==> config.mk <==
export PLATFORM = sky130hd
export DESIGN_NAME = ivf_mac
export DESIGN_NICKNAME = d
export VERILOG_FILES = /design/src/hdl/ivf_pkg.sv /design/src/hdl/ivf_mac.sv
export SDC_FILE = /design/constraint.sdc
export NUM_CORES = 2
export LEC_CHECK = 0
export ABC_AREA = 1
export BUFFER_PORTS_ARGS = -buffer_cell sky130_fd_sc_hd__buf_2
export CORE_AREA = 3 3 225 227
export CTS_BUF_LIST = sky130_fd_sc_hd__clkbuf_4 sky130_fd_sc_hd__clkbuf_8
export DETAILED_ROUTE_END_ITERATION = 6
export DIE_AREA = 0 0 228 230
export PLACE_DENSITY = 0.77
export SYNTH_ARGS = -nofsm -noshare
export SYNTH_HDL_FRONTEND = slang
export SYNTH_SLANG_ARGS = --single-unit
==> constraint.sdc <==
create_clock -name clk_i -period 4.4 [get_ports clk_i]
set_input_delay 0.66 -clock clk_i [delete_from_list [all_inputs] [get_ports clk_i]]
set_output_delay 0.66 -clock clk_i [all_outputs]
set_load 0.03 [all_outputs]
==> src/hdl/ivf_pkg.sv <==
package ivf_pkg;

  localparam int SENSOR_COUNT = 3;
  localparam int NUM_CHANNELS = 3;
  localparam int CH_W         = 2;
  localparam int VAL_W        = 32;
  localparam int VAR_W        = 32;
  localparam int WGT_W        = 17;
  localparam int FRAC_W       = 16;
  localparam int QUO_W        = 48;
  localparam int IDX_W        = $clog2(SENSOR_COUNT);
  localparam int DIV_W        = QUO_W + $clog2(SENSOR_COUNT);
  localparam int PROD_W       = VAL_W + WGT_W + 1;
  localparam int ACC_W        = PROD_W + $clog2(SENSOR_COUNT);
  localparam int CNT_W        = 6;

  // 2^47 / variance yields up to 48 quotient bits; a weight needs 17
  localparam logic [CNT_W-1:0] INV_STEPS = CNT_W'(QUO_W);
  localparam logic [CNT_W-1:0] WGT_STEPS = CNT_W'(WGT_W);
  localparam logic [QUO_W-1:0] INV_NUMER = QUO_W'(1) << (QUO_W - 1);

  typedef enum logic [2:0] {
    ST_IDLE,
    ST_INV_START,
    ST_INV_WAIT,
    ST_WGT_START,
    ST_WGT_WAIT,
    ST_MAC,
    ST_MAC_DRAIN,
    ST_DONE
  } ivf_state_e;

  typedef struct packed {
    logic             start;
    logic [CNT_W-1:0] steps;
  } div_req_t;

endpackage

==> src/hdl/ivf_mac.sv <==
module ivf_mac (
  input  logic                             clk_i,
  input  logic                             rst_ni,
  input  logic                             clear_i,
  input  logic                             en_i,
  input  logic signed [ivf_pkg::VAL_W-1:0] value_i,
  input  logic        [ivf_pkg::WGT_W-1:0] weight_i,
  output logic signed [ivf_pkg::ACC_W-1:0] acc_o
);
  import ivf_pkg::*;

  logic                     pv_q;
  logic signed [PROD_W-1:0] prod_q;
  logic signed [ACC_W-1:0]  acc_q;

  always_ff @(posedge clk_i or negedge rst_ni) begin
    if (!rst_ni) begin
      pv_q <= 1'b0;
    end else begin
      pv_q <= en_i;
    end
  end

  always_ff @(posedge clk_i) begin
    prod_q <= PROD_W'(value_i) * PROD_W'($signed({1'b0, weight_i}));
    if (clear_i) begin
      acc_q <= '0;
    end else if (pv_q) begin
      acc_q <= acc_q + ACC_W'(prod_q);
    end
  end

  assign acc_o = acc_q;

endmodule

## Yosys cells after proc, flatten, opt, wreduce, memory -nomap -nowiden

Cells that the tools add are included.

| storage, ports and cells | value |
|---|---|
| input bits | 53 |
| output and inout bits | 52 |
| register bits | 103 |
| word-level logic and storage cells | 5 |

| cells by class | value |
|---|---|
| $add $sub $neg | 1 |
| $mul | 1 |

Operators by type and width:

| cell | count |
|---|---|
| 52-bit by 50-bit adder with 52-bit output | 1 |
| 32-bit by 18-bit multiplier with 50-bit output | 1 |

## Depth between registers and ports, before layout

| logic depth | value |
|---|---|
| depth in word-level cells | 1 |
| gate-level depth with buffers | 27 |
| depth with buffers taken out | 25 |

## Least setup slack after synthesis

Ideal clock, no wire load.

| path | value |
|---|---|
| path type | input -> register |
| start | in value_i[31] in the netlist's numbering |
| end | reg prod_q[49] |
| path buffers | 2 |
| stages | 20 |
| path slack | -1.582 ns |
| setup time | 0.072 ns |
| arrival time | 5.910 ns |
| path through | clkbuf_1 -> clkbuf_1 -> nand2_1 -> fa_1 -> fa_1 -> inv_1 -> fa_1 -> fa_1 -> fa_1 -> inv_1 -> fa_1 -> inv_1 -> ha_1 -> nand2_1 -> nor2_1 -> inv_1 -> nor4_2 -> nand3_1 -> nand3_1 -> xor2_1 |

| on the way | value |
|---|---|
| longest elaborated chain between the ends | 1 |

RTL lines:

| element | line | text |
|---|---|---|
| start, declared | ivf_mac.sv:6 | `input logic signed [ivf_pkg::VAL_W-1:0] value_i,` |
| 32-bit by 18-bit multiplier with 50-bit output | ivf_mac.sv:25 | `prod_q <= PROD_W'(value_i) * PROD_W'($signed({1'b0, weight_i}));` |
| end signal, assigned | ivf_mac.sv:25 |  |
| end, declared | ivf_mac.sv:13 | `logic signed [PROD_W-1:0] prod_q;` |

No other way between the ends.
A chain may end at the register's enable or synchronous reset.

## Worst setup path in the final report

| path | value |
|---|---|
| start | in weight_i[3] in the netlist's numbering |
| end | reg prod_q[27] |

| on the way | value |
|---|---|
| longest elaborated chain between the ends | 1 |

RTL lines:

| element | line | text |
|---|---|---|
| start, declared | ivf_mac.sv:7 | `input logic [ivf_pkg::WGT_W-1:0] weight_i,` |
| 32-bit by 18-bit multiplier with 50-bit output | ivf_mac.sv:25 |  |

No other way between the ends.

==> impl_metrics.env <==
export IMPL_routedWlPerCell_um=17.0
export IMPL_post_route_drc_count=0
export IMPL_cts_num_sinks=103
export IMPL_coreArea_mm2=0.0488
export IMPL_antenna_found_initial=0
export IMPL_cp_top_family="adder cells"
export IMPL_fp_dieArea_mm2=0.0524
export IMPL_vias=24900
export IMPL_yosys_warnings=0
export IMPL_max_freq_ghz=0.181
export IMPL_synthToLayoutAreaGrowth_pct=24.1
export IMPL_die_height_um=230
export IMPL_start_util_pct=55.7
export IMPL_num_nets_final=4910
export IMPL_diodes=0
export IMPL_drive_gt1_share_pct=21.2
export IMPL_syn_nets=4579
export IMPL_place_congestion=0.989
export IMPL_finalMaxSlewViolations=0
export IMPL_cp_start_kind="input port"
export IMPL_synth_edf_count=0
export IMPL_die_x_um=228
export IMPL_htreeDepth=3
export IMPL_seq_area_frac_synth_pct=7.59
export IMPL_max_cap_violations=0
export IMPL_worst_slew_pin_slew_ns=1.06
export IMPL_rsz0062_at_grt="yes"
export IMPL_cts_buffer_depth=2
export IMPL_dp_hpwl_um=64200
export IMPL_cts_tree="built"
export IMPL_hold_viol_final=0
export IMPL_synth_seq_cells=103
export IMPL_failed_checks="setup timing"
export IMPL_period_share_pct=125
export IMPL_grt_pass1_wl_um=128000
export IMPL_hold_buffers=0
export IMPL_grt_pass1_vias=26000
export IMPL_path_clk_slew_ns=0.09
export IMPL_ant_nets=0
export IMPL_io_pins=105
export IMPL_arrival_ns=5.80
export IMPL_netlist_instances=3835
export IMPL_timing_final_crit_period_ns=5.52
export IMPL_grt_use_total_pct=30.1
export IMPL_cts_root_buf="clkbuf_8"
export IMPL_synth_area_mm2=0.0272
export IMPL_fill_cells=3817
export IMPL_grt_max_degree=53
export IMPL_critPathMostFrequentCell="fa_1"
export IMPL_vias_per_cell=5.15
export IMPL_crit_path_max_fanout=5
export IMPL_async_reset_ff_share_pct=0.971
export IMPL_crit_slowest_cell="fa_2"
export IMPL_fin_ws_ns=-1.12
export IMPL_crit_type="input port to flop"
export IMPL_worst_skew_pair_late_latency_ns=0.42
export IMPL_drt_iter0_drc=1892
export IMPL_rows=81
export IMPL_slew_limit_headroom_pct=29.4
export IMPL_cts_buffers=9
export IMPL_ys_types=42
export IMPL_totalWireLength_um=82300
export IMPL_path_buf_inv=9
export IMPL_final_util_pct=69.2
export IMPL_postSynthAreaPerCell_um2=7.10
export IMPL_synth_main_ff_cell="dfxtp_1"
export IMPL_setup_violations=40
export IMPL_status="finished, violations left"
export IMPL_cp_required_ns=4.68
export IMPL_max_stage_delay_ns=0.55
export IMPL_critPathCaptureType="flop"
export IMPL_hold_class="input port to async pin"
export IMPL_skew_ns=0.0312
export IMPL_port_buffers=104
export IMPL_grt_overflow_total=0
export IMPL_drt_pre_antenna_iters=6
-- cell families (layout without fill, tap and decap cells) --
family	after synthesis	after routing	synth area share [%]
buffers and inverters	1295	1630	17.9
AND/OR/NAND/NOR	1404	1404	20.6
flip-flops	103	103	7.59
XOR/XNOR	70	70	2.25
AO/OA/AOI/OAI	272	272	5.51
adder cells (fa/ha/maj)	691	691	46.2
-- through the flow --
stage	cell area, µm²	hold WS [ns]	setup TNS (ns)	worst slack [ns]	std cells
after floorplan	28600	0.364	-30.90	-0.990	3835
after global placement	31200	0.435	-55.41	-1.72	4758
after detailed placement	31200	0.437	-58.14	-1.82	4758
after CTS	32500	0.00395	-32.55	-1.02	4793
after global routing	33800	0.00983	-41.88	-1.22	4834
final	33800	0.0190	-37.93	-1.12	4834
-- cell usage after synthesis (15+ instances only) --
library cell | instances | area (µm²)
clkbuf_1 | 130 | 488
a21oi_1 | 114 | 571
nand2_1 | 965 | 3620
ha_1 | 169 | 2110
nand2_2 | 18 | 113
fa_1 | 522 | 10500
nor2_1 | 279 | 1050
nor3_1 | 15 | 75.1
nand4_1 | 19 | 119
inv_1 | 1160 | 4350
nand3_1 | 80 | 400
xor2_1 | 56 | 490
o21ai_1 | 24 | 120
dfxtp_1 | 102 | 2040
o21ai_0 | 78 | 390
o21bai_1 | 16 | 120
-- path summary, 6_finish.rpt --
path | endpoint | slack (ns) | startpoint | cells past startpoint
min in group clk_i | pv_q | 0.37 | en_i | 1
max reg2reg | acc_o[34] | 1.80 | acc_o[0] | 16
min | pv_q | 0.02 | rst_ni | 1
max | prod_q[27] | -1.12 | weight_i[3] | 25
max in group asynchronous | pv_q | 4.29 | rst_ni | 1
min reg2reg | acc_o[0] | 0.50 | acc_o[0] | 2
-- layout by cell type (no fill, tap or decap), types with 12 or more instances in the layout --
master,count
inv_1,1088
nand2_1,905
fa_1,486
buf_4,286
nor2_1,228
ha_1,125
dfxtp_1,102
a21oi_1,74
inv_2,70
nand3_1,67
buf_2,67
o21ai_0,58
buf_6,53
nand2_2,51
xor2_1,47
ha_4,44
nor2_2,37
fa_2,36
nand2_4,24
nor2_4,23
a21oi_2,22
a21oi_4,22
o21ai_1,22
buf_12,21
nand4_1,19
nand3_2,16
o21bai_1,14
o21ai_4,12
o21ai_2,12
a21o_1,12
-- state kept, by name (all words and copies together) (netlist names) --
signal / cells
prod_q: 50
pv_q: 1
acc_o: 52
-- repair_timing --
| item | CTS | global route |
|---|---|---|
| gates resized for setup | 227 | 231 |
| pin swaps | 93 | 118 |
| buffers inserted | 18 | 33 |
| endpoints found under the setup margin | 40 | 42 |
| gates cloned | 3 | 10 |
-- routing by layer --
layer	part of all wire [%]	GRT usage (%)
met1	39	38.1
met2	49	53.8
met3	6.5	2.68
met4	5.6	11.4
met5	0	0
-- worst register-to-register path, cell delays in order (launching register included) --
cell,delay (ns)
dfxtp_1,0.37
ha_1,0.18
inv_1,0.05
fa_1,0.39
nand3b_1,0.17
nand2_1,0.21
nand2_1,0.10
nand2_2,0.13
nand2_1,0.07
nand2_1,0.16
nand2_1,0.09
nand2_2,0.13
nand2_1,0.07
nand2_1,0.16
nor2_1,0.06
o21ai_1,0.13
inv_1,0.05
-- layout make-up --
class                           instances  area, µm²  share of cell area [%]
Multi-Input combinational cell       2437      22300                    66.1
Inverter                             1163       4380                    13.0
Timing Repair Buffer                  452       3950                    11.7
Sequential cell                       103       2070                    6.12
Tap cell                              664        831                    2.46
Clock buffer                           10        131                   0.389
Clock inverter                          5       82.6                   0.244
Power is not shown: default switching activity piles up to over one toggle a cycle in this logic, so the estimate is an artifact.
