$ cat src/hdl/ivf_pkg.sv
package ivf_pkg;

  localparam int SENSOR_COUNT = 3;
  localparam int NUM_CHANNELS = 3;
  localparam int CH_W         = 2;
  localparam int VAL_W        = 32;
  localparam int VAR_W        = 32;
  localparam int WGT_W        = 17;
  localparam int FRAC_W       = 16;
  localparam int QUO_W        = 48;
  localparam int IDX_W        = $clog2(SENSOR_COUNT);
  localparam int DIV_W        = QUO_W + $clog2(SENSOR_COUNT);
  localparam int PROD_W       = VAL_W + WGT_W + 1;
  localparam int ACC_W        = PROD_W + $clog2(SENSOR_COUNT);
  localparam int CNT_W        = 6;

  // 2^47 / variance yields up to 48 quotient bits; a weight needs 17
  localparam logic [CNT_W-1:0] INV_STEPS = CNT_W'(QUO_W);
  localparam logic [CNT_W-1:0] WGT_STEPS = CNT_W'(WGT_W);
  localparam logic [QUO_W-1:0] INV_NUMER = QUO_W'(1) << (QUO_W - 1);

  typedef enum logic [2:0] {
    ST_IDLE,
    ST_INV_START,
    ST_INV_WAIT,
    ST_WGT_START,
    ST_WGT_WAIT,
    ST_MAC,
    ST_MAC_DRAIN,
    ST_DONE
  } ivf_state_e;

  typedef struct packed {
    logic             start;
    logic [CNT_W-1:0] steps;
  } div_req_t;

endpackage

$ cat src/hdl/ivf_div.sv
module ivf_div (
  input  logic                      clk_i,
  input  logic                      rst_ni,
  input  ivf_pkg::div_req_t         req_i,
  input  logic [ivf_pkg::DIV_W-1:0] rem_init_i,
  input  logic [ivf_pkg::QUO_W-1:0] bits_i,
  input  logic [ivf_pkg::DIV_W-1:0] divisor_i,
  output logic                      done_o,
  output logic [ivf_pkg::QUO_W-1:0] quotient_o
);
  import ivf_pkg::*;

  logic             busy_q, busy_d;
  logic             done_q, done_d;
  logic [CNT_W-1:0] cnt_q, cnt_d;
  logic [DIV_W-1:0] rem_q, rem_d;
  logic [DIV_W-1:0] dsr_q, dsr_d;
  logic [QUO_W-1:0] bits_q, bits_d;
  logic [QUO_W-1:0] quo_q, quo_d;
  logic [DIV_W:0]   shifted;
  logic [DIV_W:0]   diff;
  logic             ge;

  // restoring divider, one quotient bit per cycle
  assign shifted = {rem_q, bits_q[QUO_W-1]};
  assign diff    = shifted - {1'b0, dsr_q};
  assign ge      = ~diff[DIV_W];

  always_comb begin
    busy_d = busy_q;
    cnt_d  = cnt_q;
    rem_d  = rem_q;
    dsr_d  = dsr_q;
    bits_d = bits_q;
    quo_d  = quo_q;
    done_d = busy_q && (cnt_q == CNT_W'(1));
    if (req_i.start) begin
      busy_d = 1'b1;
      cnt_d  = req_i.steps;
      rem_d  = rem_init_i;
      dsr_d  = divisor_i;
      bits_d = bits_i;
      quo_d  = '0;
    end else if (busy_q) begin
      rem_d  = ge ? diff[DIV_W-1:0] : shifted[DIV_W-1:0];
      bits_d = {bits_q[QUO_W-2:0], 1'b0};
      quo_d  = {quo_q[QUO_W-2:0], ge};
      cnt_d  = cnt_q - CNT_W'(1);
      if (cnt_q == CNT_W'(1)) begin
        busy_d = 1'b0;
      end
    end
  end

  always_ff @(posedge clk_i or negedge rst_ni) begin
    if (!rst_ni) begin
      busy_q <= 1'b0;
      done_q <= 1'b0;
      cnt_q  <= '0;
    end else begin
      busy_q <= busy_d;
      done_q <= done_d;
      cnt_q  <= cnt_d;
    end
  end

  always_ff @(posedge clk_i) begin
    rem_q  <= rem_d;
    dsr_q  <= dsr_d;
    bits_q <= bits_d;
    quo_q  <= quo_d;
  end

  assign done_o     = done_q;
  assign quotient_o = quo_q;

endmodule

$ cat config.mk
export PLATFORM = sky130hd
export DESIGN_NAME = ivf_div
export DESIGN_NICKNAME = d
export VERILOG_FILES = /design/src/hdl/ivf_pkg.sv /design/src/hdl/ivf_div.sv
export SDC_FILE = /design/constraint.sdc
export NUM_CORES = 1
export LEC_CHECK = 0
export CORE_ASPECT_RATIO = 1.4
export CORE_MARGIN = 10
export CORE_UTILIZATION = 40
export CTS_CLUSTER_SIZE = 30
export DETAILED_ROUTE_END_ITERATION = 6
export DONT_BUFFER_PORTS = 1
export HOLD_SLACK_MARGIN = 0.15
export PLACE_DENSITY = 0.57
export SYNTH_ARGS = -nofsm -noshare
export SYNTH_HDL_FRONTEND = slang
export SYNTH_SLANG_ARGS = --single-unit
export TNS_END_PERCENT = 20
$ cat constraint.sdc
create_clock -name clk_i -period 8.2 [get_ports clk_i]
set_input_delay 1.64 -clock clk_i [delete_from_list [all_inputs] [get_ports clk_i]]
set_output_delay 1.64 -clock clk_i [all_outputs]
set_load 0.02 [all_outputs]
# Yosys cells after proc, flatten, opt, wreduce, memory -nomap -nowiden
# Index checks and enable logic that the tools add are counted.
dict set report word_totals {
  output_inout_bits 49
  input_bits 157
  word_cells 23
  register_bits 204
}
dict set report classes {
  reduce_logical 2
  n_addsub 2
  bitwise 1
  n_eq_ne 1
  n_mux 10
}
# cell n
set op_table {}
lappend op_table {{two-way mux 50 bit} 3}
lappend op_table {{two-way mux 48 bit} 2}
lappend op_table {{subtractor 51 x 50 -> 51 bit} 1}
lappend op_table {{two-way mux 6 bit} 2}
lappend op_table {{equality test 6 x 1 -> 1 bit (second input constant)} 1}
lappend op_table {{subtractor 6 x 1 -> 6 bit (second input constant)} 1}
lappend op_table {{two-way mux 1 bit} 3}
lappend op_table {{nonzero test 2 bit} 1}
lappend op_table {{logical AND 1 bit} 1}
lappend op_table {{NOT 1 bit} 1}

# Depth between registers and ports, before layout
# Gate-level depths: netlist of the first run.
dict set report logic_depth {
  word_depth 4
  ltp_mapped 15
  depth_no_buf 14
}

# Worst setup path after synthesis of the first run
# OpenSTA, ideal clock, no wires.
dict set report synth_path {
  path_kind {input-to-reg}
  start {input port req_i[6] (netlist name)}
  end {register bits_q[0], enable pin}
  t_arrival_ps 3738
  path_slack_ps 4047
  cell_stages 4
  path_buffers 3
  cell_sequence {clkbuf_1 -> buf_1 -> clkbuf_1 -> or2_2}
}
dict set report synth_via {
  elab_chain_len 1
}
# item line_no
set synth_lines {}
lappend synth_lines {{start, declared} ivf_div.sv:4} ;# input ivf_pkg::div_req_t req_i,
lappend synth_lines {{nonzero test 2 bit (no source line)} n/a}
lappend synth_lines {{end signal, assigned} ivf_div.sv:70} ;# bits_q <= bits_d;
lappend synth_lines {{end, declared} ivf_div.sv:18} ;# logic [QUO_W-1:0] bits_q, bits_d;
# No other way between the ends.
# A chain may end at the register's enable or synchronous reset.

# Final worst setup path of the first run
dict set report layout_path {
  start {register bits_q[47]}
  end {register rem_q[19] (data pin)}
}
dict set report layout_via {
  elab_chain_len 4
}
# item line_no
set layout_lines {}
lappend layout_lines {{subtractor 51 x 50 -> 51 bit} ivf_div.sv:26} ;# assign diff = shifted - {1'b0, dsr_q};
lappend layout_lines {{two-way mux 50 bit} ivf_div.sv:45} ;# rem_d = ge ? diff[DIV_W-1:0] : shifted[DIV_W-1:0];
lappend layout_lines {{two-way mux 50 bit} ivf_div.sv:44} ;# end else if (busy_q) begin
lappend layout_lines {{two-way mux 50 bit} ivf_div.sv:37} ;# if (req_i.start) begin
lappend layout_lines {{net rem_d[19]} ivf_div.sv:16} ;# logic [DIV_W-1:0] rem_q, rem_d;
lappend layout_lines {{end signal, assigned} ivf_div.sv:68} ;# rem_q <= rem_d;
lappend layout_lines {{end, declared} ivf_div.sv:16}
# The timed path passes the listed nets, and every way through them passes these cells. The select of a mux whose other input is x is not followed.

==> results.txt, run 1 <==
The count of instances resized after the clock tree is built is 0. The detailed-route via count is ~7,500. Data on the critical path is required at its endpoint by ~8.5 ns.

The number of distinct library cell variants in the gate-level netlist after synthesis came out at between 60 and 70. By area the synthesized netlist is led by sky130_fd_sc_hd__edfxtp_1, sky130_fd_sc_hd__dfxtp_1, sky130_fd_sc_hd__mux2i_1. The number of placed I/O pins is between 200 and 250.

The worst hold path belongs to the class register to register. The starting density of the core came out at 40.5%. The biggest cell delay along the critical path is between 0.5 and 0.6 ns. The power per unit of standard cell area is ~360 mW/mm^2. The average instance area after synthesis came out at approximately 11 sq um.

The maximum root-to-sink buffer count is 3. The hold path startpoint is bits_q[44]. The maximum clock frequency came out at between 0.2 and 0.25 GHz.

The complex-gate fraction of the synthesized area came out at ~12%. The area of the mapped netlist came out at 0.0112 sq mm. The top fanout value on the critical path came out at 42. The synthesized netlist devotes a little over a tenth of its cell area to simple gates. The standard cell core area is 0.0276 sq mm.

The clock-pin slew of the registers on the worst-case setup and hold paths is 0.06 ns. The die extent in y is 218 um. The first global-routing pass estimated 41,900 um of wire. The number of nets in the final layout came out at about 1,200.

Of all cell types, the one taking the most synthesized area is sky130_fd_sc_hd__edfxtp_1. The share of post-route cells with drive strength above 1 is under 10%. Synthesis produced a netlist whose cell count is between 1,000 and 1,500. The number of nets in the synthesized netlist is around 1,300. The number of buffer cells added on primary ports is 0. The number of failing setup endpoints in the final timing report came out at 0.

The kind of end point of the critical path is a register. For the worst-skew pair, the clock arrives at the later sink with an insertion delay of ~0.51 ns. Walking the worst path, the cells encountered are inv_1, ha_1, fa_1, nor2b_1, o2111ai_1, a2111o_1, a31oi_1, nor3_2, a2111oi_2, o21ba_2, o41a_2, nand3_4, buf_4, mux2_1, mux2_2.

The combinational family with the most area after synthesis is multiplexers. For this block, the initial DRC count from the detailed router was around 350. For the pin with the worst max-slew slack, the measured transition is around 0.92 ns. The number of pins exceeding their max-slew limit in the final report came out at 0. The global routing usage summed across all routing layers came out at 14.6%. The critical path is of the register to register type. The global routing met3 resource utilization came out at 6.50%.

The pre-antenna-repair detailed-routing pass consisted of 5 iterations. The number of sinks on the clock net is 204. The met1 usage is approximately 17%. The congestion estimate from routability-driven global placement came to around 0.81.

The critical path's slowest cell is sky130_fd_sc_hd__nand3_4. By instance count, the leading cell after synthesis is sky130_fd_sc_hd__edfxtp_1. The path with the worst hold slack has its endpoint at bits_q[45]. The final critical-path share of the clock period is roughly 59%. The routed length per placed instance came out at approximately 19 um.

The startpoint kind of the worst setup timing path is a register. The tree is rooted in a sky130_fd_sc_hd__clkbuf_16. Entering global routing, the biggest net connects 270 pins. In this run the post-CTS setup repair buffer count came out at 0.

The peak supply drop is 0.000180 V. The most crowded layer after global routing is met2. Setup repair after global routing left no endpoint under its margin. The number of cells on the worst reg-to-reg path is 15. Along the worst hold path, the cell count comes to 1. The async set-reset flop share out of synthesis is under 10%. TritonCTS built the clock tree.

The flow ran to the end, and the final reports show no timing, DRC or antenna violations. The worst-case register-to-register setup slack came out at 3.40 ns. The multiplexer fraction of the synthesized cell area came out at between 10% and 20%. The top cell type's share of synthesized area came out at 39.8%.

The most used flip-flop cell after synthesis is sky130_fd_sc_hd__edfxtp_1. The proportion of synthesized chip area in sequential cells came out at about 50%. The startpoint of the worst-slack reg-to-reg timing path is bits_q[47]. The total grt overflow is 0.

The area growth from synthesis to final layout is 9.24%. The register bit count reported by yosys came out at 204. The minimum clock period is 4.80 ns. The count of unresolved DRC violations after routing is 0. The leakage power figure came out at roughly 5.3 nW. The setup skew after layout is just under 0.007 ns. The relative max-transition margin came out at 38.9%. In this run the critical register-to-register path is captured at rem_q[19].

The commonest cells after synthesis are sky130_fd_sc_hd__edfxtp_1, sky130_fd_sc_hd__nand2_1, sky130_fd_sc_hd__mux2i_1. Data on the critical path arrives at its endpoint at 5.06 ns. The total wire length after detailed routing is ~27,000 um.

The via density per instance is roughly 5.3. After clock tree synthesis, the flow added hold-fix buffers numbering 0. The CTS buffer count came out at 23.

The post-DP HPWL is 19,300 um. The maximum level of the CTS H-tree is 1. The number of warnings printed during yosys synthesis came out at 0. The fraction of the mapped netlist area in adder cells came out at about 6.0%. The final total negative setup slack came out at 0 ns. After Yosys synthesis, XOR and XNOR cells account for about 4.1% of the synthesized area.

The die is 161 um wide. The die footprint is about 0.035 sq mm. The number of flops mapped to enable cells by yosys is approximately 150. The global routing met2 resource utilization is between 20% and 30%.

The total chip power is between 4 and 5 mW. The number of global-route vias before repair came out at just under 8,000. The site row count came out at between 70 and 80.

The post-route antenna net violation count is 0. The number of maximum-capacitance violations came out at 0. The number of antenna violations at the first check in global routing was 10. The count of endpoints failing hold in the final timing report came out at 0.
==> layout by cell type, fill, tap and decap left out, types with 5 or more instances in the layout <==
master / instances
sky130_fd_sc_hd__clkbuf_16: 26
sky130_fd_sc_hd__nor3_1: 12
sky130_fd_sc_hd__dfxtp_1: 48
sky130_fd_sc_hd__a21o_1: 22
sky130_fd_sc_hd__ha_1: 52
sky130_fd_sc_hd__xnor2_1: 33
sky130_fd_sc_hd__clkbuf_1: 5
sky130_fd_sc_hd__nor2_1: 78
sky130_fd_sc_hd__nand3_1: 16
sky130_fd_sc_hd__a21oi_1: 54
sky130_fd_sc_hd__a31oi_1: 10
sky130_fd_sc_hd__and3_1: 9
sky130_fd_sc_hd__inv_1: 64
sky130_fd_sc_hd__mux2_2: 48
sky130_fd_sc_hd__nand2_1: 98
sky130_fd_sc_hd__mux2i_1: 86
sky130_fd_sc_hd__o21ai_1: 37
sky130_fd_sc_hd__nand2b_1: 8
sky130_fd_sc_hd__nor2b_1: 9
sky130_fd_sc_hd__o311ai_1: 7
sky130_fd_sc_hd__nand4_1: 10
sky130_fd_sc_hd__edfxtp_1: 148
sky130_fd_sc_hd__nand3b_1: 8
sky130_fd_sc_hd__o21ai_0: 39
sky130_fd_sc_hd__dfrtp_1: 7
sky130_fd_sc_hd__xor2_1: 19
==> per-stage QoR <==
step	std cells	utilization (%)	hold WS (ns)	area, sq um	setup slack, ns
3_3_place_gp	1361	41.5	0.527	11400	3.48
2_1_floorplan	1040	-	0.525	11200	4.05
3_5_place_dp	1361	41.5	0.536	11400	3.37
4_1_cts	1402	44.2	0.547	12200	3.34
5_1_grt	1403	44.2	0.559	12200	3.09
6_report	1405	44.3	0.547	12200	3.40
==> layer usage <==
metal / vias to the layer above / wire length, um
met1: 3524 / 10700
met5: - / 96
met2: 197 / 12900
met4: 14 / 587
met3: 45 / 2530
li1: 3715 / -
==> cell type report <==
cell class              count  area (sq um)
clock inverters             5          36.3
multi-input cells         720          5100
repair buffers              3          22.5
inverters                  64           240
fillers                  2677         15400
well taps                 370           463
flip-flops and latches    204          5610
clock buffers              36           723
diodes                      3          7.51
==> critical path, delay by kind of cell, from the launching register on <==
kind | cells | cell delay (ns)
compound gates | 6 | 1.59
flops | 1 | 0.36
fa+ha+maj | 2 | 0.60
buf+inv | 2 | 0.54
simple gates | 3 | 0.82
mux | 2 | 0.60
==> registers in the layout, summed over array words and instances, names as in the netlist <==
| name | flops |
|---|---|
| dsr_q | 50 |
| rem_q | 50 |
| done_o | 1 |
| cnt_q | 6 |
| quotient_o | 48 |
| busy_q | 1 |
| bits_q | 48 |
==> worst max path at each step <==
stage / start / endpoint / slack (ns)
CTS: bits_q[47] / rem_q[19] / 3.34
global placement: dsr_q[0] / rem_q[19] / 3.48
global route: bits_q[47] / rem_q[19] / 3.09
finish: bits_q[47] / rem_q[19] / 3.40
floorplan: req_i[6] / bits_q[0] / 4.05
detailed placement: bits_q[47] / rem_q[19] / 3.37
==> kinds of logic after synthesis <==
family | after synthesis
AOI/OAI and AO/OA | 218
xor gates and xnor gates | 52
adders and majority gates | 53
buffers and inverters | 116
DFF | 204
muxes | 135
and+or+nand+nor | 262
==> power by group <==
| group | switching [mW] | internal [mW] | leakage (nW) |
|---|---|---|---|
| combinational | 1.09 | 0.823 | 2.90 |
| sequential | 0.111 | 1.35 | 2.03 |
| clock | 0.417 | 0.608 | 0.377 |
(Power assumes the default switching activity.)
==> run 2: changes to the inputs <==
--- a/config.mk
+++ b/config.mk
@@ -12,7 +12,7 @@
 export DETAILED_ROUTE_END_ITERATION = 6
 export DONT_BUFFER_PORTS = 1
 export HOLD_SLACK_MARGIN = 0.15
-export PLACE_DENSITY = 0.57
+export PLACE_DENSITY = 0.59
 export SYNTH_ARGS = -nofsm -noshare
 export SYNTH_HDL_FRONTEND = slang
 export SYNTH_SLANG_ARGS = --single-unit
==> constraint.sdc (replaced) <==
create_clock -name clk_i -period 4.41 [get_ports clk_i]
set_input_delay 0.882 -clock clk_i [delete_from_list [all_inputs] [get_ports clk_i]]
set_output_delay 0.882 -clock clk_i [all_outputs]
set_load 0.02 [all_outputs]
==> run 2 against run 1 <==
Sequential share of layout area down 0.17 points. Highest routed layer unchanged. Critical path depth down 2. Fmax up 21%. Critical endpoint unchanged. Clock skew up 0.0028 ns. Sequential cell count unchanged. Power up 88%. Global-route usage about the same.
==> results.txt, run 2 (same netlist as run 1, synthesis figures left out) <==
The run finished with clean final reports. The critical path goes through ha_1, fa_1, nor2b_1, o2111ai_1, a2111o_1, a31oi_1, nor3_2, a2111oi_2, o21ba_2, o2111ai_2, nand3_4, mux2_1, mux2_2. The leakage power figure is 5.32 nW (+0.41%). The iteration count of the initial detailed-routing pass came to 5 (unchanged). The number of pins exceeding their max-slew limit in the final report came to 0 (unchanged).

Leaving out fill and tap cells, the most frequent cell in the layout is sky130_fd_sc_hd__edfxtp_1. The global routing met2 resource utilization was 25.6% (+1.0 points). The starting density of the core came to 40.5% (unchanged). For this design, the slowest cell found on the critical path is sky130_fd_sc_hd__a2111o_1. The worst flop-to-flop path endpoint is rem_q[19].

The insertion delay of the later-clocked pin in the worst-skew pair came out at 0.52 ns (about the same). The first-pass GRT wire length came out at 41,600 um (-0.74%). The switching fraction of total power is 36.6% (-0.26 points). The worst-case register-to-register setup slack was 0.44 ns (-2.96 ns). The tree is rooted in a sky130_fd_sc_hd__clkbuf_16. The die extent in y came out at 218 um (unchanged). The post-DP HPWL was 19,500 um (+0.80%). The share of total power in sequential cells came out at 33.0% (-0.2 points). The clock-pin slew of the registers on the worst-case setup and hold paths is 0.07 ns (about the same). The placement-stage worst setup slack came to 0.423 ns (-2.95 ns). The worst-case hold path end point is dsr_q[40].

STA classifies the critical path startpoint as a register. The clock tree from TritonCTS is done. The top fanout value on the critical path is 16 (-62%).

The path type of the worst setup path is register to register. The power per unit of standard cell area is 674 mW/mm^2 (+87%). The clock share of power is 23.2% (about the same). The final total negative setup slack is 0 ns (unchanged). The detailed-route via count was 7,543 (+0.64%). The number of antenna violations at the first check in global routing came out at 11 (+1). The switching power was 3.02 mW (+86%). The proportion of power drawn by combinational gates is 43.9% (+0.4 points). The number of placed I/O pins was 206 (unchanged). The worst path setup slack after routing was 0.442 ns (-2.96 ns). STA classifies the critical path endpoint as a register. The data arrival time of the worst path is 4.24 ns (-0.82 ns).

The sequential cell area came to 0.00561 sq mm (unchanged). The initial detailed-routing violation count is 334 (-4.8%). The count of unresolved DRC violations after routing is 0 (unchanged). The number of maximum-capacitance violations is 0 (unchanged). The global routing usage summed across all routing layers came out at 14.6% (about the same). The worst-margin pin slew is 0.842 ns (-0.0749 ns). The worst register-to-register path begins at dsr_q[0]. The number of buffer cells added on primary ports came out at 0 (unchanged). The pin count of the biggest net entering global routing is 270 (unchanged).

The standard cell core area came out at 0.0276 sq mm (unchanged). The biggest cell delay along the critical path was 0.42 ns (-0.11 ns). The via density per instance came out at 5.36 (+0.43%).

The worst hold path begins at divisor_i[40]. The filler cell count is 2,679 (+0.075%). The area of combinational cells with multiple inputs came out at 0.00510 sq mm (unchanged). The logic depth of the worst path, buffers included is 13 (-2). The number of sinks on the clock net was 204 (unchanged).

The maximum clock frequency is 0.252 GHz (+21%). The number of global-route vias before repair came out at 7,806 (+0.40%). In the layout the commonest cells are sky130_fd_sc_hd__edfxtp_1, sky130_fd_sc_hd__nand2_1, sky130_fd_sc_hd__mux2i_1, sky130_fd_sc_hd__nor2_1, sky130_fd_sc_hd__inv_1. The maximum level of the CTS H-tree is 1 (unchanged).

The share of post-route cells with drive strength above 1 was 9.38% (+0.079 points). The setup skew after layout came out at 0.00974 ns (+0.00280 ns). The relative max-transition margin is 43.9% (+5.0 points). The peak supply drop is 0.000281 V (+56%). The internal power of the cells came to 5.24 mW (+88%). The most crowded layer after global routing is met2. The number of stages on the worst hold path came out at 0 (-1). The die width came out at 161 um (unchanged). The number of failing setup endpoints in the final timing report was 0 (unchanged).

The maximum root-to-sink buffer count came to 3 (unchanged). The minimum clock period is 3.97 ns (-0.832 ns). The final critical-path share of the clock period came out at 90.0% (+31 points). The count of instances resized after the clock tree is built was 0 (unchanged). The post-route antenna net violation count is 0 (unchanged).

The total wire length after detailed routing is 27,000 um (+0.65%). The launching element of the worst setup path is dsr_q[0]. The worst hold slack after final layout is 0.456 ns (-0.0913 ns).

The endpoint required time on the critical path was 4.68 ns (-3.78 ns). The buffer and inverter count on the worst path came out at 0 (-2). The kind of cell adding the most delay to the critical path is compound AO/OA/AOI/OAI gates.

Compared with the post-synthesis result, the final layout area differs by 9.65%. The routed length per placed instance came out at 19.2 um (+0.44%). The number of nets in the final layout came to 1,229 (+0.24%). The total grt overflow came out at 0 (unchanged). The global routing met3 resource utilization is 6.37% (-0.13 points). The weighted congestion reported at the end of routability-driven placement came out at 0.837 (+3.1%).

The largest registers in the layout are dsr_q: 50 flops, rem_q: 50 flops. Setup repair after global routing left no endpoint under its margin. The die footprint came out at 0.0351 sq mm (unchanged). The number of cells on the worst reg-to-reg path is 13 (-2).

The met1 usage is 15.6% (-0.91 points). The site row count came out at 72 (unchanged). The class of the most critical hold timing path is input port to register. The CTS buffer count is 22 (-4.3%). The count of endpoints failing hold in the final timing report came out at 0 (unchanged).
[run 2: worst max path at each step]
stage                            to  slack, ns
after floorplan           rem_q[19]       0.82
after global placement    rem_q[19]       0.50
after detailed placement  rem_q[19]       0.42
after CTS                 rem_q[19]       0.40
after global routing      rem_q[22]       0.12
final                     rem_q[19]       0.44
[run 2: power by group through the flow]
| stage | Sequential (mW) | Combinational (mW) | Clock [mW] |
|---|---|---|---|
| after global routing | 2.77 | 4.03 | 2.04 |
| final | 2.72 | 3.62 | 1.91 |
| after detailed placement | 2.75 | 3.62 | 0 |
| after floorplan | 2.68 | 2.97 | 0 |
| after global placement | 2.75 | 3.58 | 0 |
| after CTS | 2.73 | 3.64 | 1.98 |
[run 2: per-stage QoR]
step	area [sq um]	cells	utilization, %	total power, mW
after floorplan	11200	1040	-	5.65
after global placement	11500	1364	41.6	6.34
after detailed placement	11500	1364	41.6	6.37
after CTS	12200	1404	44.4	8.34
after global routing	12200	1405	44.4	8.84
final	12200	1408	44.4	8.26
[run 2: area by class of cell]
| class | count | area share, % |
|---|---|---|
| Sequential cell | 204 | 45.8 |
| Multi-Input combinational cell | 720 | 41.7 |
| Clock buffer | 30 | 5.28 |
| Tap cell | 370 | 3.78 |
| Inverter | 64 | 1.96 |
| Clock inverter | 9 | 0.797 |
| Timing Repair Buffer | 7 | 0.654 |
| Antenna cell | 4 | 0.0817 |
[run 2: routing by layer]
metal / up-vias / part of all wire [%] / wire length (um)
met1: 3576 / 38 / 10400
met2: 185 / 50 / 13400
met5: - / 0.32 / 86
met4: 14 / 2.1 / 556
li1: 3721 / - / -
met3: 47 / 9.5 / 2570
[run 2: timing repair]
action | 4_1_cts | 5_1_grt
endpoints found under the hold margin | 8 | 0
hold buffers | 1 | 0
buffers inserted | 0 | 0
==> run 3: changes to the inputs <==
--- a/config.mk
+++ b/config.mk
@@ -5,7 +5,7 @@
 export SDC_FILE = /design/constraint.sdc
 export NUM_CORES = 1
 export LEC_CHECK = 0
-export CORE_ASPECT_RATIO = 1.4
+export CORE_ASPECT_RATIO = 0.5
 export CORE_MARGIN = 10
 export CORE_UTILIZATION = 40
 export CTS_CLUSTER_SIZE = 30
==> run 3 against run 2 <==
Sequential share of layout area increased by 0.29 points. Core utilization shrank 0.33 points. Worst setup slack got worse by 0.22 ns. Critical path depth rose by 1. Power down 1.4%. Register-to-register slack got worse by 0.22 ns. Fmax decreased by 5.2%. Sequential cell count unchanged. Sequential power about the same. Routed wire length up 0.25%. Via count increased by 1.2%.
==> results.txt, run 3 (same netlist as run 1, synthesis figures left out) <==
The area of combinational cells with multiple inputs came out at 0.00510 sq mm (unchanged). The peak supply drop came out at 0.000257 V (-8.5%). The relative max-transition margin came out at 41.0% (-2.9 points).

The first-pass GRT wire length was 42,500 um (+2.1%). The largest registers in the layout are dsr_q: 50 flops, rem_q: 50 flops. The post-route antenna net violation count is 0 (unchanged). The area growth from synthesis to final layout came out at 8.96%. The setup skew after layout came out at 0.0128 ns (+0.00309 ns). The kind of cell adding the most delay to the critical path is compound AO/OA/AOI/OAI gates. The worst setup path is launched from a register.

The via density per instance came to 5.39 (+0.52%). The die footprint is 0.0354 sq mm (+0.89%). The startpoint identified for the worst register-to-register timing path is dsr_q[0]. The share of total power in sequential cells came to 33.5% (+0.5 points).

The pin count of the biggest net entering global routing is 270 (unchanged). The maximum root-to-sink buffer count is 3 (unchanged). The number of placed I/O pins is 206 (unchanged). The worst-case register-to-register setup slack came to 0.23 ns (-0.22 ns). The maximum level of the CTS H-tree came out at 1 (unchanged). The count of unresolved DRC violations after routing is 0 (unchanged). The leading cell type in the layout, fill and taps excluded is sky130_fd_sc_hd__edfxtp_1. The iteration count of the initial detailed-routing pass came to 5 (unchanged). The number of buffer cells added on primary ports is 0 (unchanged). The utilization after layout came out at 44.1% (-0.33 points).

The flow ran to the end, and the final reports show no timing, DRC or antenna violations. The starting density of the core came out at 40.5% (-0.050 points). The clock-pin slew of the registers on the worst-case setup and hold paths is 0.07 ns (about the same).

The path with the worst hold slack has its endpoint at dsr_q[33]. The weighted congestion reported at the end of routability-driven placement came out at 0.860 (+2.7%). The switching power is 3.06 mW (+1.2%). The worst setup path is captured at a register. The data arrival time of the worst path came to 4.44 ns (+0.20 ns). The die extent in y came to 138 um (-37%). The top fanout value on the critical path is 33 (+17). The master cell of the clock root buffer is sky130_fd_sc_hd__clkbuf_16. The final critical-path share of the clock period is 94.9% (+4.9 points). The global routing usage summed across all routing layers came to 14.6% (-0.026 points). The insertion delay of the later-clocked pin in the worst-skew pair came to 0.52 ns (about the same). The sequential cell area is 0.00561 sq mm (unchanged). The number of cells on the worst reg-to-reg path is 14 (+1). The class of the most critical hold timing path is input port to register. The site row count is 43 (-40%). In this run the most critical hold path is launched from divisor_i[33].

The share of post-route cells with drive strength above 1 is 8.83% (-0.55 points). The number of antenna violations at the first check in global routing is 7 (-4). The total wire length after detailed routing is 27,100 um (+0.25%). The number of stages on the worst hold path is 0 (unchanged).

The worst-margin pin slew is 0.885 ns (+0.0431 ns). The routed length per placed instance came out at 19.1 um (-0.39%). The total chip power came to 8.14 mW (-1.4%). The number of global-route vias before repair is 7,752 (-0.69%).

The placement-stage worst setup slack is 0.323 ns (-0.100 ns). The switching fraction of total power came to 37.6% (+0.99 points). The endpoint required time on the critical path is 4.67 ns (about the same). The detailed-route via count came to 7,631 (+1.2%). The post-DP HPWL came out at 19,500 um (+0.44%). The power per unit of standard cell area came out at 669 mW/mm^2 (-0.82%). The standard cell core area is 0.0276 sq mm (+0.12%).

The maximum clock frequency is 0.239 GHz (-5.2%). The leakage power figure came out at 5.27 nW (-0.98%). The number of failing setup endpoints in the final timing report came out at 0 (unchanged). The buffer and inverter count on the worst path came to 1 (+1). The number of buffers inserted by hold repair at cts came out at 1 (unchanged). In the layout the commonest cells are sky130_fd_sc_hd__edfxtp_1, sky130_fd_sc_hd__nand2_1, sky130_fd_sc_hd__mux2i_1, sky130_fd_sc_hd__nor2_1, sky130_fd_sc_hd__inv_1.

The number of sinks on the clock net is 204 (unchanged). The buffer count from post-CTS setup fixing came out at 0 (unchanged). The worst register-to-register path ends at rem_q[47]. The internal power of the cells came out at 5.08 mW (-3.0%). The number of maximum-capacitance violations came out at 0 (unchanged). The number of standard cells in the final layout excluding fillers is 1,417 (+0.64%). The number of pins exceeding their max-slew limit in the final report came out at 0 (unchanged).

The initial detailed-routing violation count came out at 440 (+32%). The critical path in this run is classified as register to register. The minimum clock period was 4.18 ns (+0.216 ns). The final total negative setup slack is 0 ns (unchanged). The proportion of power drawn by combinational gates is 44.8% (+0.9 points).

Setup repair after global routing left no endpoint under its margin. The count of instances resized after the clock tree is built is 0 (unchanged). The die width is 256 um (+59%). The CTS buffer count is 21 (-4.5%). The biggest cell delay along the critical path is 0.44 ns (+0.02 ns).

The count of endpoints failing hold in the final timing report is 0 (unchanged). The filler cell count was 2,618 (-2.3%). The critical path's slowest cell is sky130_fd_sc_hd__a2111o_1.

The number of nets in the final layout came out at 1,226 (-0.24%). TritonCTS built the clock tree. The placed cell count is 1,374 (+0.73%). The worst path setup slack after routing is 0.226 ns (-0.216 ns). The clock share of power is 21.7% (-1.5 points). Traced cell by cell, the critical path runs through ha_1, fa_1, nor2b_1, o2111ai_1, a2111o_1, a31oi_1, nor3_2, a2111oi_2, o21ba_2, o2111ai_2, nand3_4, buf_12, nor3_1, a221o_1.

The total grt overflow came out at 0 (unchanged).
==> run 3: worst reg2reg max path, cell delays in order, from the launching register on <==
cell and delay [ns]:
sky130_fd_sc_hd__edfxtp_1 0.38, sky130_fd_sc_hd__ha_1 0.23, sky130_fd_sc_hd__fa_1 0.41, sky130_fd_sc_hd__nor2b_1 0.18, sky130_fd_sc_hd__o2111ai_1 0.19, sky130_fd_sc_hd__a2111o_1 0.44, sky130_fd_sc_hd__a31oi_1 0.24, sky130_fd_sc_hd__nor3_2 0.12
sky130_fd_sc_hd__a2111oi_2 0.41, sky130_fd_sc_hd__o21ba_2 0.22, sky130_fd_sc_hd__o2111ai_2 0.15, sky130_fd_sc_hd__nand3_4 0.27, sky130_fd_sc_hd__buf_12 0.26, sky130_fd_sc_hd__nor3_1 0.12, sky130_fd_sc_hd__a221o_1 0.29
==> run 3: metrics by stage <==
step | instance area, sq um | hold slack [ns]
global route | 12200 | 0.428
detailed placement | 11500 | 0.534
CTS | 12200 | 0.427
finish | 12200 | 0.454
floorplan | 11200 | 0.525
global placement | 11500 | 0.528
==> run 3: worst max path at each step <==
stage	cells past startpoint	slack [ns]	to	startpoint
2_1_floorplan	13	0.82	rem_q[19]	dsr_q[0]
3_3_place_gp	14	0.43	rem_q[44]	dsr_q[0]
3_5_place_dp	14	0.32	rem_q[44]	dsr_q[0]
4_1_cts	14	0.28	rem_q[44]	dsr_q[0]
5_1_grt	14	0.07	rem_q[47]	dsr_q[0]
6_report	14	0.23	rem_q[47]	dsr_q[0]
==> run 3: layer usage <==
| metal | routed length (um) | vias up | global-route usage [%] | share of wire [%] |
|---|---|---|---|---|
| met5 | 50 | - | 0 | 0.18 |
| met4 | 582 | 6 | 3.74 | 2.1 |
| met3 | 1550 | 43 | 4.05 | 5.7 |
| met2 | 13100 | 154 | 25.5 | 48 |
| met1 | 11800 | 3699 | 17.5 | 43 |
| li1 | - | 3729 | - | - |
==> run 3: final cells by class <==
class / instances / area share, %
Clock buffer: 32 / 4.87
Inverter: 64 / 1.97
Clock inverter: 6 / 0.514
Tap cell: 382 / 3.93
Timing Repair Buffer: 5 / 0.638
Sequential cell: 204 / 46.1
Antenna cell: 4 / 0.0823
Multi-Input combinational cell: 720 / 41.9
==> run 3: power groups by stage <==
stage               clock, mW  sequential, mW  combinational [mW]
finish                   1.77            2.73                3.65
CTS                      1.82            2.73                3.63
detailed placement          0            2.76                3.61
floorplan                   0            2.68                2.97
global placement            0            2.76                3.56
global route             1.90            2.77                4.05
